### src/rtl/core/b64e_pkg.sv
`timescale 1ns / 1ps

package b64e_pkg;

  // Depth of the group queue between the front and back ends.
  localparam int unsigned QUEUE_DEPTH = 2;

  localparam logic [6:0] CHAR_UPPER_A = 7'h41;
  localparam logic [6:0] CHAR_LOWER_A = 7'h61;
  localparam logic [6:0] CHAR_ZERO    = 7'h30;
  localparam logic [6:0] CHAR_PLUS    = 7'h2B;
  localparam logic [6:0] CHAR_SLASH   = 7'h2F;
  localparam logic [6:0] CHAR_PAD     = 7'h3D;

  typedef struct packed {
    logic [7:0] data_byte;
    logic       final_byte;
  } b64e_in_t;

  typedef struct packed {
    logic [6:0] char_code;
    logic       end_of_text;
  } b64e_out_t;

  // One closed group: three bytes (zero filled), the number of real bytes
  // (1 to 3) and whether it ends the message.
  typedef struct packed {
    logic [23:0] bits;
    logic [1:0]  nbytes;
    logic        last;
  } b64e_group_t;

  function automatic logic [6:0] sextet_char(input logic [5:0] v);
    logic [6:0] c;
    begin
      priority if (v < 6'd26) begin
        c = CHAR_UPPER_A + 7'(v);
      end else if (v < 6'd52) begin
        c = CHAR_LOWER_A + 7'(v - 6'd26);
      end else if (v < 6'd62) begin
        c = CHAR_ZERO + 7'(v - 6'd52);
      end else if (v == 6'd62) begin
        c = CHAR_PLUS;
      end else begin
        c = CHAR_SLASH;
      end
      return c;
    end
  endfunction

endpackage

### src/rtl/core/b64e_front.sv
`timescale 1ns / 1ps

module b64e_front (
  input  logic                  clk,
  input  logic                  rst,
  input  logic                  byte_valid,
  output logic                  byte_ready,
  input  b64e_pkg::b64e_in_t    byte_data,
  output logic                  grp_valid,
  input  logic                  grp_ready,
  output b64e_pkg::b64e_group_t grp_data
);

  logic [1:0] held_count;
  logic [7:0] held0;
  logic [7:0] held1;
  logic [1:0] have;
  logic       closes;
  logic       accept;
  logic [7:0] b0;
  logic [7:0] b1;
  logic [7:0] b2;

  // A count of three never arises; it is read as a full pair of held bytes.
  assign have   = (held_count[1]) ? 2'd2 : held_count;
  assign closes = byte_data.final_byte || (have == 2'd2);

  assign byte_ready = grp_ready;
  assign accept     = byte_valid && byte_ready;
  assign grp_valid  = byte_valid && closes;

  always_comb begin
    b0 = (have != 2'd0) ? held0 : byte_data.data_byte;
    unique case (have)
      2'd0:    b1 = 8'd0;
      2'd1:    b1 = byte_data.data_byte;
      default: b1 = held1;
    endcase
    b2 = (have == 2'd2) ? byte_data.data_byte : 8'd0;
  end

  assign grp_data.bits   = {b0, b1, b2};
  assign grp_data.nbytes = have + 2'd1;
  assign grp_data.last   = byte_data.final_byte;

  always_ff @(posedge clk) begin
    if (rst) begin
      held_count <= 2'd0;
    end else if (accept) begin
      held_count <= closes ? 2'd0 : (have + 2'd1);
    end
  end

  always_ff @(posedge clk) begin
    if (accept && !closes) begin
      if (have == 2'd0) begin
        held0 <= byte_data.data_byte;
      end else begin
        held1 <= byte_data.data_byte;
      end
    end
  end

endmodule

### src/rtl/core/b64e_queue.sv
`timescale 1ns / 1ps

module b64e_queue #(
  parameter int unsigned DEPTH = b64e_pkg::QUEUE_DEPTH
) (
  input  logic                  clk,
  input  logic                  rst,
  input  logic                  push_valid,
  output logic                  push_ready,
  input  b64e_pkg::b64e_group_t push_data,
  output logic                  pop_valid,
  input  logic                  pop_ready,
  output b64e_pkg::b64e_group_t pop_data
);

  localparam int unsigned PTR_W = (DEPTH > 1) ? $clog2(DEPTH) : 1;
  localparam int unsigned CNT_W = $clog2(DEPTH + 1);
  localparam logic [PTR_W-1:0] LAST_PTR = PTR_W'(DEPTH - 1);
  localparam logic [CNT_W-1:0] FULL_CNT = CNT_W'(DEPTH);

  b64e_pkg::b64e_group_t mem [DEPTH];
  logic [PTR_W-1:0] wr_ptr;
  logic [PTR_W-1:0] rd_ptr;
  logic [CNT_W-1:0] count;
  logic             do_push;
  logic             do_pop;

  assign push_ready = (count != FULL_CNT);
  assign pop_valid  = (count != '0);
  assign pop_data   = mem[rd_ptr];
  assign do_push    = push_valid && push_ready;
  assign do_pop     = pop_valid && pop_ready;

  always_ff @(posedge clk) begin
    if (do_push) begin
      mem[wr_ptr] <= push_data;
    end
  end

  always_ff @(posedge clk) begin
    if (rst) begin
      wr_ptr <= '0;
      rd_ptr <= '0;
      count  <= '0;
    end else begin
      if (do_push) begin
        wr_ptr <= (wr_ptr == LAST_PTR) ? '0 : wr_ptr + PTR_W'(1);
      end
      if (do_pop) begin
        rd_ptr <= (rd_ptr == LAST_PTR) ? '0 : rd_ptr + PTR_W'(1);
      end
      if (do_push && !do_pop) begin
        count <= count + CNT_W'(1);
      end else if (do_pop && !do_push) begin
        count <= count - CNT_W'(1);
      end
    end
  end

endmodule

### src/rtl/core/b64e_back.sv
`timescale 1ns / 1ps

module b64e_back (
  input  logic                  clk,
  input  logic                  rst,
  input  logic                  grp_valid,
  output logic                  grp_ready,
  input  b64e_pkg::b64e_group_t grp_data,
  output logic                  char_valid,
  input  logic                  char_ready,
  output b64e_pkg::b64e_out_t   char_data
);

  b64e_pkg::b64e_group_t cur;
  logic                  cur_valid;
  logic [1:0]            idx;
  logic                  load;
  logic                  done;
  logic [5:0]            sextet;
  b64e_pkg::b64e_out_t   next_char;

  // The output register takes a new character whenever it is empty or
  // being drained this cycle.
  assign load      = cur_valid && (!char_valid || char_ready);
  assign done      = load && (idx == 2'd3);
  assign grp_ready = !cur_valid || done;

  always_comb begin
    unique case (idx)
      2'd0:    sextet = cur.bits[23:18];
      2'd1:    sextet = cur.bits[17:12];
      2'd2:    sextet = cur.bits[11:6];
      default: sextet = cur.bits[5:0];
    endcase
    next_char.char_code   = (idx > cur.nbytes) ? b64e_pkg::CHAR_PAD
                                               : b64e_pkg::sextet_char(sextet);
    next_char.end_of_text = cur.last && (idx == 2'd3);
  end

  always_ff @(posedge clk) begin
    if (rst) begin
      cur_valid  <= 1'b0;
      idx        <= 2'd0;
      char_valid <= 1'b0;
    end else begin
      if (grp_valid && grp_ready) begin
        cur_valid <= 1'b1;
        idx       <= 2'd0;
      end else if (done) begin
        cur_valid <= 1'b0;
        idx       <= 2'd0;
      end else if (load) begin
        idx <= idx + 2'd1;
      end
      if (load) begin
        char_valid <= 1'b1;
      end else if (char_ready) begin
        char_valid <= 1'b0;
      end
    end
  end

  always_ff @(posedge clk) begin
    if (grp_valid && grp_ready) begin
      cur <= grp_data;
    end
    if (load) begin
      char_data <= next_char;
    end
  end

endmodule

### src/rtl/core/base64_encoder_unit.sv
`timescale 1ns / 1ps
// Streaming base64 encoder with the standard alphabet.
// Byte channel (byte_valid/byte_ready/byte_data): one raw byte per request,
// with final_byte set on the last byte of a message.
// Char channel (char_valid/char_ready/char_data): one ASCII character per
// request; end_of_text marks the final character of the message.
// Every third byte, and every byte with final_byte set, closes a group and
// yields four characters; a short final group is zero filled and its unused
// places become '='.
// Once the request that closes a group is taken, its first character passes
// through the group queue, the group register and the output register.
// Throughput: one byte per cycle in, one character per cycle out while the
// receiver is ready; a steady stream is limited by the single output register
// of the back end. The front end keeps taking bytes while the group queue
// has room, so bursts up to QUEUE_DEPTH groups are absorbed.
// Reset clears the held bytes, the queue and the output register.
// When the receiver stalls, the current character holds, the queue fills and
// byte_ready drops once it is full.
module base64_encoder_unit #(
  parameter int unsigned QUEUE_DEPTH = b64e_pkg::QUEUE_DEPTH
) (
  input  logic                clk,
  input  logic                rst,
  input  logic                byte_valid,
  output logic                byte_ready,
  input  b64e_pkg::b64e_in_t  byte_data,
  output logic                char_valid,
  input  logic                char_ready,
  output b64e_pkg::b64e_out_t char_data
);

  logic                  push_valid;
  logic                  push_ready;
  b64e_pkg::b64e_group_t push_data;
  logic                  pop_valid;
  logic                  pop_ready;
  b64e_pkg::b64e_group_t pop_data;

  b64e_front u_front (
    .clk        (clk),
    .rst        (rst),
    .byte_valid (byte_valid),
    .byte_ready (byte_ready),
    .byte_data  (byte_data),
    .grp_valid  (push_valid),
    .grp_ready  (push_ready),
    .grp_data   (push_data)
  );

  b64e_queue #(
    .DEPTH (QUEUE_DEPTH)
  ) u_queue (
    .clk        (clk),
    .rst        (rst),
    .push_valid (push_valid),
    .push_ready (push_ready),
    .push_data  (push_data),
    .pop_valid  (pop_valid),
    .pop_ready  (pop_ready),
    .pop_data   (pop_data)
  );

  b64e_back u_back (
    .clk        (clk),
    .rst        (rst),
    .grp_valid  (pop_valid),
    .grp_ready  (pop_ready),
    .grp_data   (pop_data),
    .char_valid (char_valid),
    .char_ready (char_ready),
    .char_data  (char_data)
  );

endmodule

### config.mk
export PLATFORM = sky130hd
export DESIGN_NAME = base64_encoder_unit
export DESIGN_NICKNAME = d
export VERILOG_FILES = /design/src/rtl/core/b64e_pkg.sv /design/src/rtl/core/b64e_front.sv /design/src/rtl/core/b64e_queue.sv /design/src/rtl/core/b64e_back.sv /design/src/rtl/core/base64_encoder_unit.sv
export SDC_FILE = /design/constraint.sdc
export NUM_CORES = 1
export LEC_CHECK = 0
export ABC_AREA = 1
export BUFFER_PORTS_ARGS = -buffer_cell sky130_fd_sc_hd__buf_2
export CORE_UTILIZATION = 30
export DETAILED_ROUTE_END_ITERATION = 8
export HOLD_SLACK_MARGIN = 0.08
export PLACE_DENSITY = 0.56
export SYNTH_ARGS = -nofsm -noshare
export SYNTH_HDL_FRONTEND = slang
export SYNTH_SLANG_ARGS = --single-unit
### constraint.sdc
create_clock -name clk -period 4 [get_ports clk]
set_input_delay 0.2 -clock clk [delete_from_list [all_inputs] [get_ports clk]]
set_output_delay 0.2 -clock clk [all_outputs]
set_load 0.01 [all_outputs]
; ---- Word-level counts from Yosys, hierarchy flattened
; Memory sizes are Yosys's and may differ from the RTL's. A register that Yosys moved wholly into a read port is not among the register bits.
; Index checks and enable logic that the tools add are counted.
[totals]
output_inout_bits = 10
ff_bits = 34
wordCells = 83
inputBits = 13
n_memories = 1
ramBits = 54
[op_classes]
bitwise = 1
n_lt_le_gt_ge = 4
reduce_logical = 28
eq_ne = 7
muxes = 20
addsub = 11
[memory_table]
columns = memory, words, word_bits, read_ports, rd_ports_with_merged_regs, wr, line
row1 = u_queue.mem, 2, 27, 1, 1, 1, b64e_queue.sv:21  ; b64e_pkg::b64e_group_t mem [DEPTH];
[ops]
columns = operator, n
row1 = $mux 7, 3
row2 = $pmux 6 s3, 1
row3 = $mux 8, 2
row4 = $pmux 8 s2, 1
row5 = $lt 6x6->1 const B, 2
row6 = $logic_and 1x1->1, 10
row7 = $reduce_bool 2->1, 5
row8 = $mux 1, 8
row9 = $mux 2, 4
row10 = $add 6x7->7 const A, 1
row11 = $add 7x6->7 const A, 1
row12 = $add 7x7->7 const A, 1
row13 = $sub 6x5->7 const B, 1
row14 = $sub 6x6->7 const B, 1
row15 = $add 2x1->2 const B, 3
row16 = $eq 2x2->1 const B, 3
row17 = $eq 6x6->1 const B, 1
row18 = $lt 6x5->1 const B, 1
row19 = $logic_not 1->1, 5
row20 = $eq 2x1->1 const B, 2
row21 = $logic_not 2->1, 2
row22 = $reduce_and 2->1, 2
row23 = $logic_or 1x1->1, 3
row24 = $mux 3, 1
row25 = 6 further kinds, 7

; ---- Longest topological paths before layout
[logic_depth]
depth_word = 9
ltp_mapped = 15
depth_no_buf = 15

; ---- Modules after synthesis
; From an unflattened synthesis, not the netlist that was laid out.
[hier_totals]
cells_unflattened = 424
area_unflattened_um2 = 5312.6
[modules_own_cells]
columns = module, seq_area_each_um2, area_per_inst_um2, instances, cells_each
row1 = b64e_queue, 1721.7, 2290.9, 1, 121
row2 = b64e_back, 1131.1, 2114.5, 1, 205
row3 = b64e_front, 520.5, 907.1, 1, 98

; ---- Worst setup path before layout
; Ideal clock, no wire load.
[synth_timing]
path_type = reg-to-reg
start = reg u_back.idx[1]
end = reg u_queue.count[1]
path_stages_with_launch = 10
path_buffers = 0
required_time_ps = 3942
setup_time_ps = 58
synth_period_minus_slack_ps = 3226
t_arrival_ps = 3169
slack_ps = 774
cell_sequence = dfxtp_1 ha_1 a21oi_1 a21oi_1 inv_1 ha_1 a21oi_1 o21ai_0 a21oi_1 o21a_1
[synth_between]
elab_chain_len = 7
word_cells_on_any_way = 9
classes_between = eq/ne: 1 / mux: 1 / reduce/logical: 7
[synth_lines]
columns = element, line
row1 = "start, declared", b64e_back.sv:16  ; logic [1:0] idx;
row2 = "start signal, assigned", b64e_back.sv:53  ; idx <= idx + 2'd1;
row3 = $eq 2x2->1 (*), b64e_back.sv:25  ; assign done = load && (idx == 2'd3);
row4 = $logic_and 1x1->1 (*), b64e_back.sv:25
row5 = $logic_or 1x1->1 (*), b64e_back.sv:26  ; assign grp_ready = !cur_valid || done;
row6 = $logic_and 1x1->1 (*), b64e_queue.sv:32  ; assign do_pop = pop_valid && pop_ready;
row7 = named net u_queue.do_pop, b64e_queue.sv:26  ; logic do_pop;
row8 = $logic_not 1->1, b64e_queue.sv:52  ; if (do_push && !do_pop) begin
row9 = $logic_and 1x1->1, b64e_queue.sv:52
row10 = $mux 2 / $reduce_bool 2->1 (equally long branches), --
row11 = "end signal, assigned", b64e_queue.sv:53  ; count <= count + CNT_W'(1);
row12 = "end signal, assigned", b64e_queue.sv:55  ; count <= count - CNT_W'(1);
row13 = "end, declared", b64e_queue.sv:24  ; logic [CNT_W-1:0] count;
; Mark *: on every way through the listed nets, which the timed path passes. The rest lies on a longest branch.
; A chain may end at the register's enable or synchronous reset.

; ---- Worst setup path in the final report
[layout_timing]
start = reg u_back.idx[0]
end = reg u_back.char_data[4] (netlist name)
[layout_between]
elab_chain_len = 7
word_cells_on_any_way = 16
classes_between = add/sub: 5 / order compare: 4 / eq/ne: 2 / mux: 4 / reduce/logical: 1
[layout_lines]
columns = element, line
row1 = $eq 2x2->1 (tied with other cells), b64e_back.sv:29  ; unique case (idx)
row2 = $pmux 6 s3, b64e_back.sv:29
row3 = $sub 6x6->7, b64e_pkg.sv:41  ; c = CHAR_ZERO + 7'(v - 6'd52);
row4 = $add 6x7->7, b64e_pkg.sv:41
row5 = $mux 7, b64e_pkg.sv:40  ; end else if (v < 6'd62) begin
row6 = $mux 7, b64e_pkg.sv:38  ; end else if (v < 6'd52) begin
row7 = $mux 7, b64e_pkg.sv:36  ; priority if (v < 6'd26) begin
; Parallel ways exist; a longest one is shown, timed or not.

==> metrics.cfg <==
[outcome]
outcome = finished clean

[clocking]
cts_setup_buffers = 0
cts_sinks = 115
clk_latency_ps = 410
cts_resized = 0
h-tree-depth = 4
path_clk_slew_ps = 60
cts_buffers = 17
cts_hold_buf = 10
clockBufferDepth = 2
root_buffer = clkbuf_16
cts_tree = done

[min_path]
hold_class = in2reg
hp-start = rst
hold_path_end = u_front.held_count[0]$_SDFFE_PP0P_
hold_depth = 2

[worst_setup_path]
crit_type = reg2reg
cp_top_family = simple AND/OR/NAND/NOR gates
worstReg2RegEnd = u_back.char_data[4]$_SDFFCE_PN1P_
critical_path_buf_inv_count = 1
reg2reg_slack_ps = 1650
cpMaxStageDelayCell = dfxtp_1
cp_max_fo = 12
crit_chain = ha_1 -> inv_2 -> nand2_1 -> nor2_1 -> nor2_4 -> ha_1 -> a21oi_4 -> nand2_2 -> nand3_1 -> nand3_1
regToRegStartpoint = u_back.idx[0]$_SDFFE_PP0P_
reg2reg_depth = 10
slowest_delay_ps = 360
cp-start-kind = register
worst-path-stages = 10
critPathCaptureType = register
arrival_ps = 2510
crit_required_ps = 4160

[detailed_routing]
routed_wl_um = 9410
vias = 3205
firstDrtPassIters = 4
via_per_inst = 4.28
drt_iter0_drc = 243
postRouteAntennaNets = 0
post-route-drc-count = 0
routedWlPerCell_um = 12.6

[grt]
track_usage_pct = 11.7
gr-usage-met2_pct = 19.0
busiest_layer = met2
antenna_found_initial = 0
grt_pass1_wl_um = 15800
grt_overflow = 0
grt_pass1_vias = 3222
grt_max_degree = 32
grtUsageMet3_pct = 3.68
gr-usage-met1_pct = 14.3

[sta]
finalHoldViolCount = 0
slew_headroom_pct = 30.0
fin_tns_setup_ps = 0
worst_pin_slew_ps = 1050
skew_ps = 9.82
rsz0062_at_grt = no
drv_slew = 0
period_minus_slack_ps = 2350
whs_ps = 87.4
setup_violations = 0
max_freq_mhz = 426
timing.final.ws_setup_ps = 1650
timing.final.crit_share_pct = 58.7

[synth]
ys_warn_count = 0
ys_types = 34
synth_fp_nets = 496
syn_area_per_cell_um2 = 10.8
synthArstFlopShare_pct = 0
ys.flop_type = edfxtp_1
ys_ff_latch = 115
synthTopCellsByArea = edfxtp_1 (62%), nand2_1 (13%), dfxtp_1 (3.9%), inv_1 (2.9%), ha_1 (2.7%)
synth_top_area_cell = edfxtp_1
netlist_instances = 472
synth_edf_count = 105
netlist_area_um2 = 5110
synth_top_cell_area_share_pct = 61.6
yosysSeqAreaShare_pct = 65.6

[power_and_ir_drop]
peakVddDrop_mv = 0.314
power_density_nw_per_um2 = 774
total_power_mw = 4.81
p_leak_nw = 2.54

[flow_run]
maxCapViolations = 0

[layout]
final_common_cell = nand2_1
nets = 539
fillers = 1610
drive_gt1_share_pct = 16.9
postLayoutCellArea_um2 = 6210
utilization_pct = 37.3
final_cell_mix = nand2_1 (182), edfxtp_1 (105), inv_1 (39), nor2_1 (25), buf_2 (22)
area_growth_pct = 21.4
antennaDiodeCount = 0
fin_cells = 748

[floorplanning]
coreArea_um2 = 16600
die_w_um = 133
die-area_um2 = 17600
start_util_pct = 30.7
rows = 47
die_height_um = 133
ioPinCount = 23

[placed_design]
placed_cell_area_um2 = 5470
routabilityCongestion = 0.872
hpwl_um = 6510
post-place-ws_ps = 1640
numPortBuffers = 22
placedCellCount = 706

## cells in the mapped netlist, types with 2 or more instances
cell / n
inv_2: 3
nand3_1: 15
nand2_4: 2
o21ai_1: 4
o21ai_0: 10
o21bai_4: 3
dfxtp_1: 10
nor2_8: 2
inv_1: 39
nand2_1: 182
clkbuf_1: 6
xor2_1: 4
edfxtp_1: 105
a21oi_1: 11
ha_1: 11
nor2_4: 7
nand2_2: 4
buf_1: 3
nor2_1: 27
nor2_2: 8
nand4_1: 3
## routing by layer
metal,share of wire (%),wire [µm]
met4,2.0,189
met1,47,4460
met3,2.9,276
met5,0,0
met2,48,4490
## final cells by class
cell class	count	area [µm²]	area share, %
sequential	115	3350	54.0
multi-input combinational	304	1550	25.0
clock buffer	19	433	6.97
tap	220	275	4.43
timing repair buffer	35	233	3.75
clock inverter	13	205	3.30
inverter	42	158	2.54
## power by group
group / leakage (nW) / total, mW / internal (mW) / switching, mW
sequential: 1.06 / 1.81 / 1.68 / 0.125
combinational: 1.17 / 1.37 / 0.461 / 0.908
clock: 0.305 / 1.63 / 1.10 / 0.529
total: 2.54 / 4.81 / 3.25 / 1.56
## worst reg2reg max path: cells and delay by family, from the launching register on
| kind | cells | cell delay (ps) |
|---|---|---|
| adders and majority gates | 2 | 510 |
| buffers and inverters | 1 | 260 |
| DFF | 1 | 360 |
| and+or+nand+nor | 6 | 770 |
| AOI/OAI and AO/OA | 1 | 200 |
## worst max-delay path by stage
stage,startpoint,endpoint
global placement,u_back.idx[1]$_SDFFE_PP0P_,u_back.char_data[2]$_SDFFCE_PN0P_
floorplan,u_back.idx[1]$_SDFFE_PP0P_,u_queue.count[1]$_SDFFE_PP0P_
detailed placement,u_back.idx[0]$_SDFFE_PP0P_,u_back.char_data[4]$_SDFFCE_PN1P_
finish,u_back.idx[0]$_SDFFE_PP0P_,u_back.char_data[4]$_SDFFCE_PN1P_
CTS,u_back.idx[0]$_SDFFE_PP0P_,u_back.char_data[4]$_SDFFCE_PN1P_
global route,u_back.idx[0]$_SDFFE_PP0P_,u_back.char_data[3]$_SDFFCE_PN1P_
## cells by family (layout without fill, tap and decap cells)
logic type	after synthesis	after routing	synth area share, %
compound gates	36	36	4.99
fa+ha+maj	11	11	2.69
flops	115	115	65.6
simple gates	253	253	21.8
buf+inv	53	109	4.23
xor+xnor	4	4	0.685
## registers in the layout, indices dropped and copies added (netlist names)
register            count
u_queue.mem            54
u_queue.wr_ptr          1
u_back.cur_valid        1
u_back.char_data        8
u_back.char_valid       1
u_queue.count           2
u_back.idx              2
u_front.held_count      2
u_front.held1           8
u_queue.rd_ptr          1
u_front.held0           8
u_back.cur             27
Power figures use the tool's default switching activity.
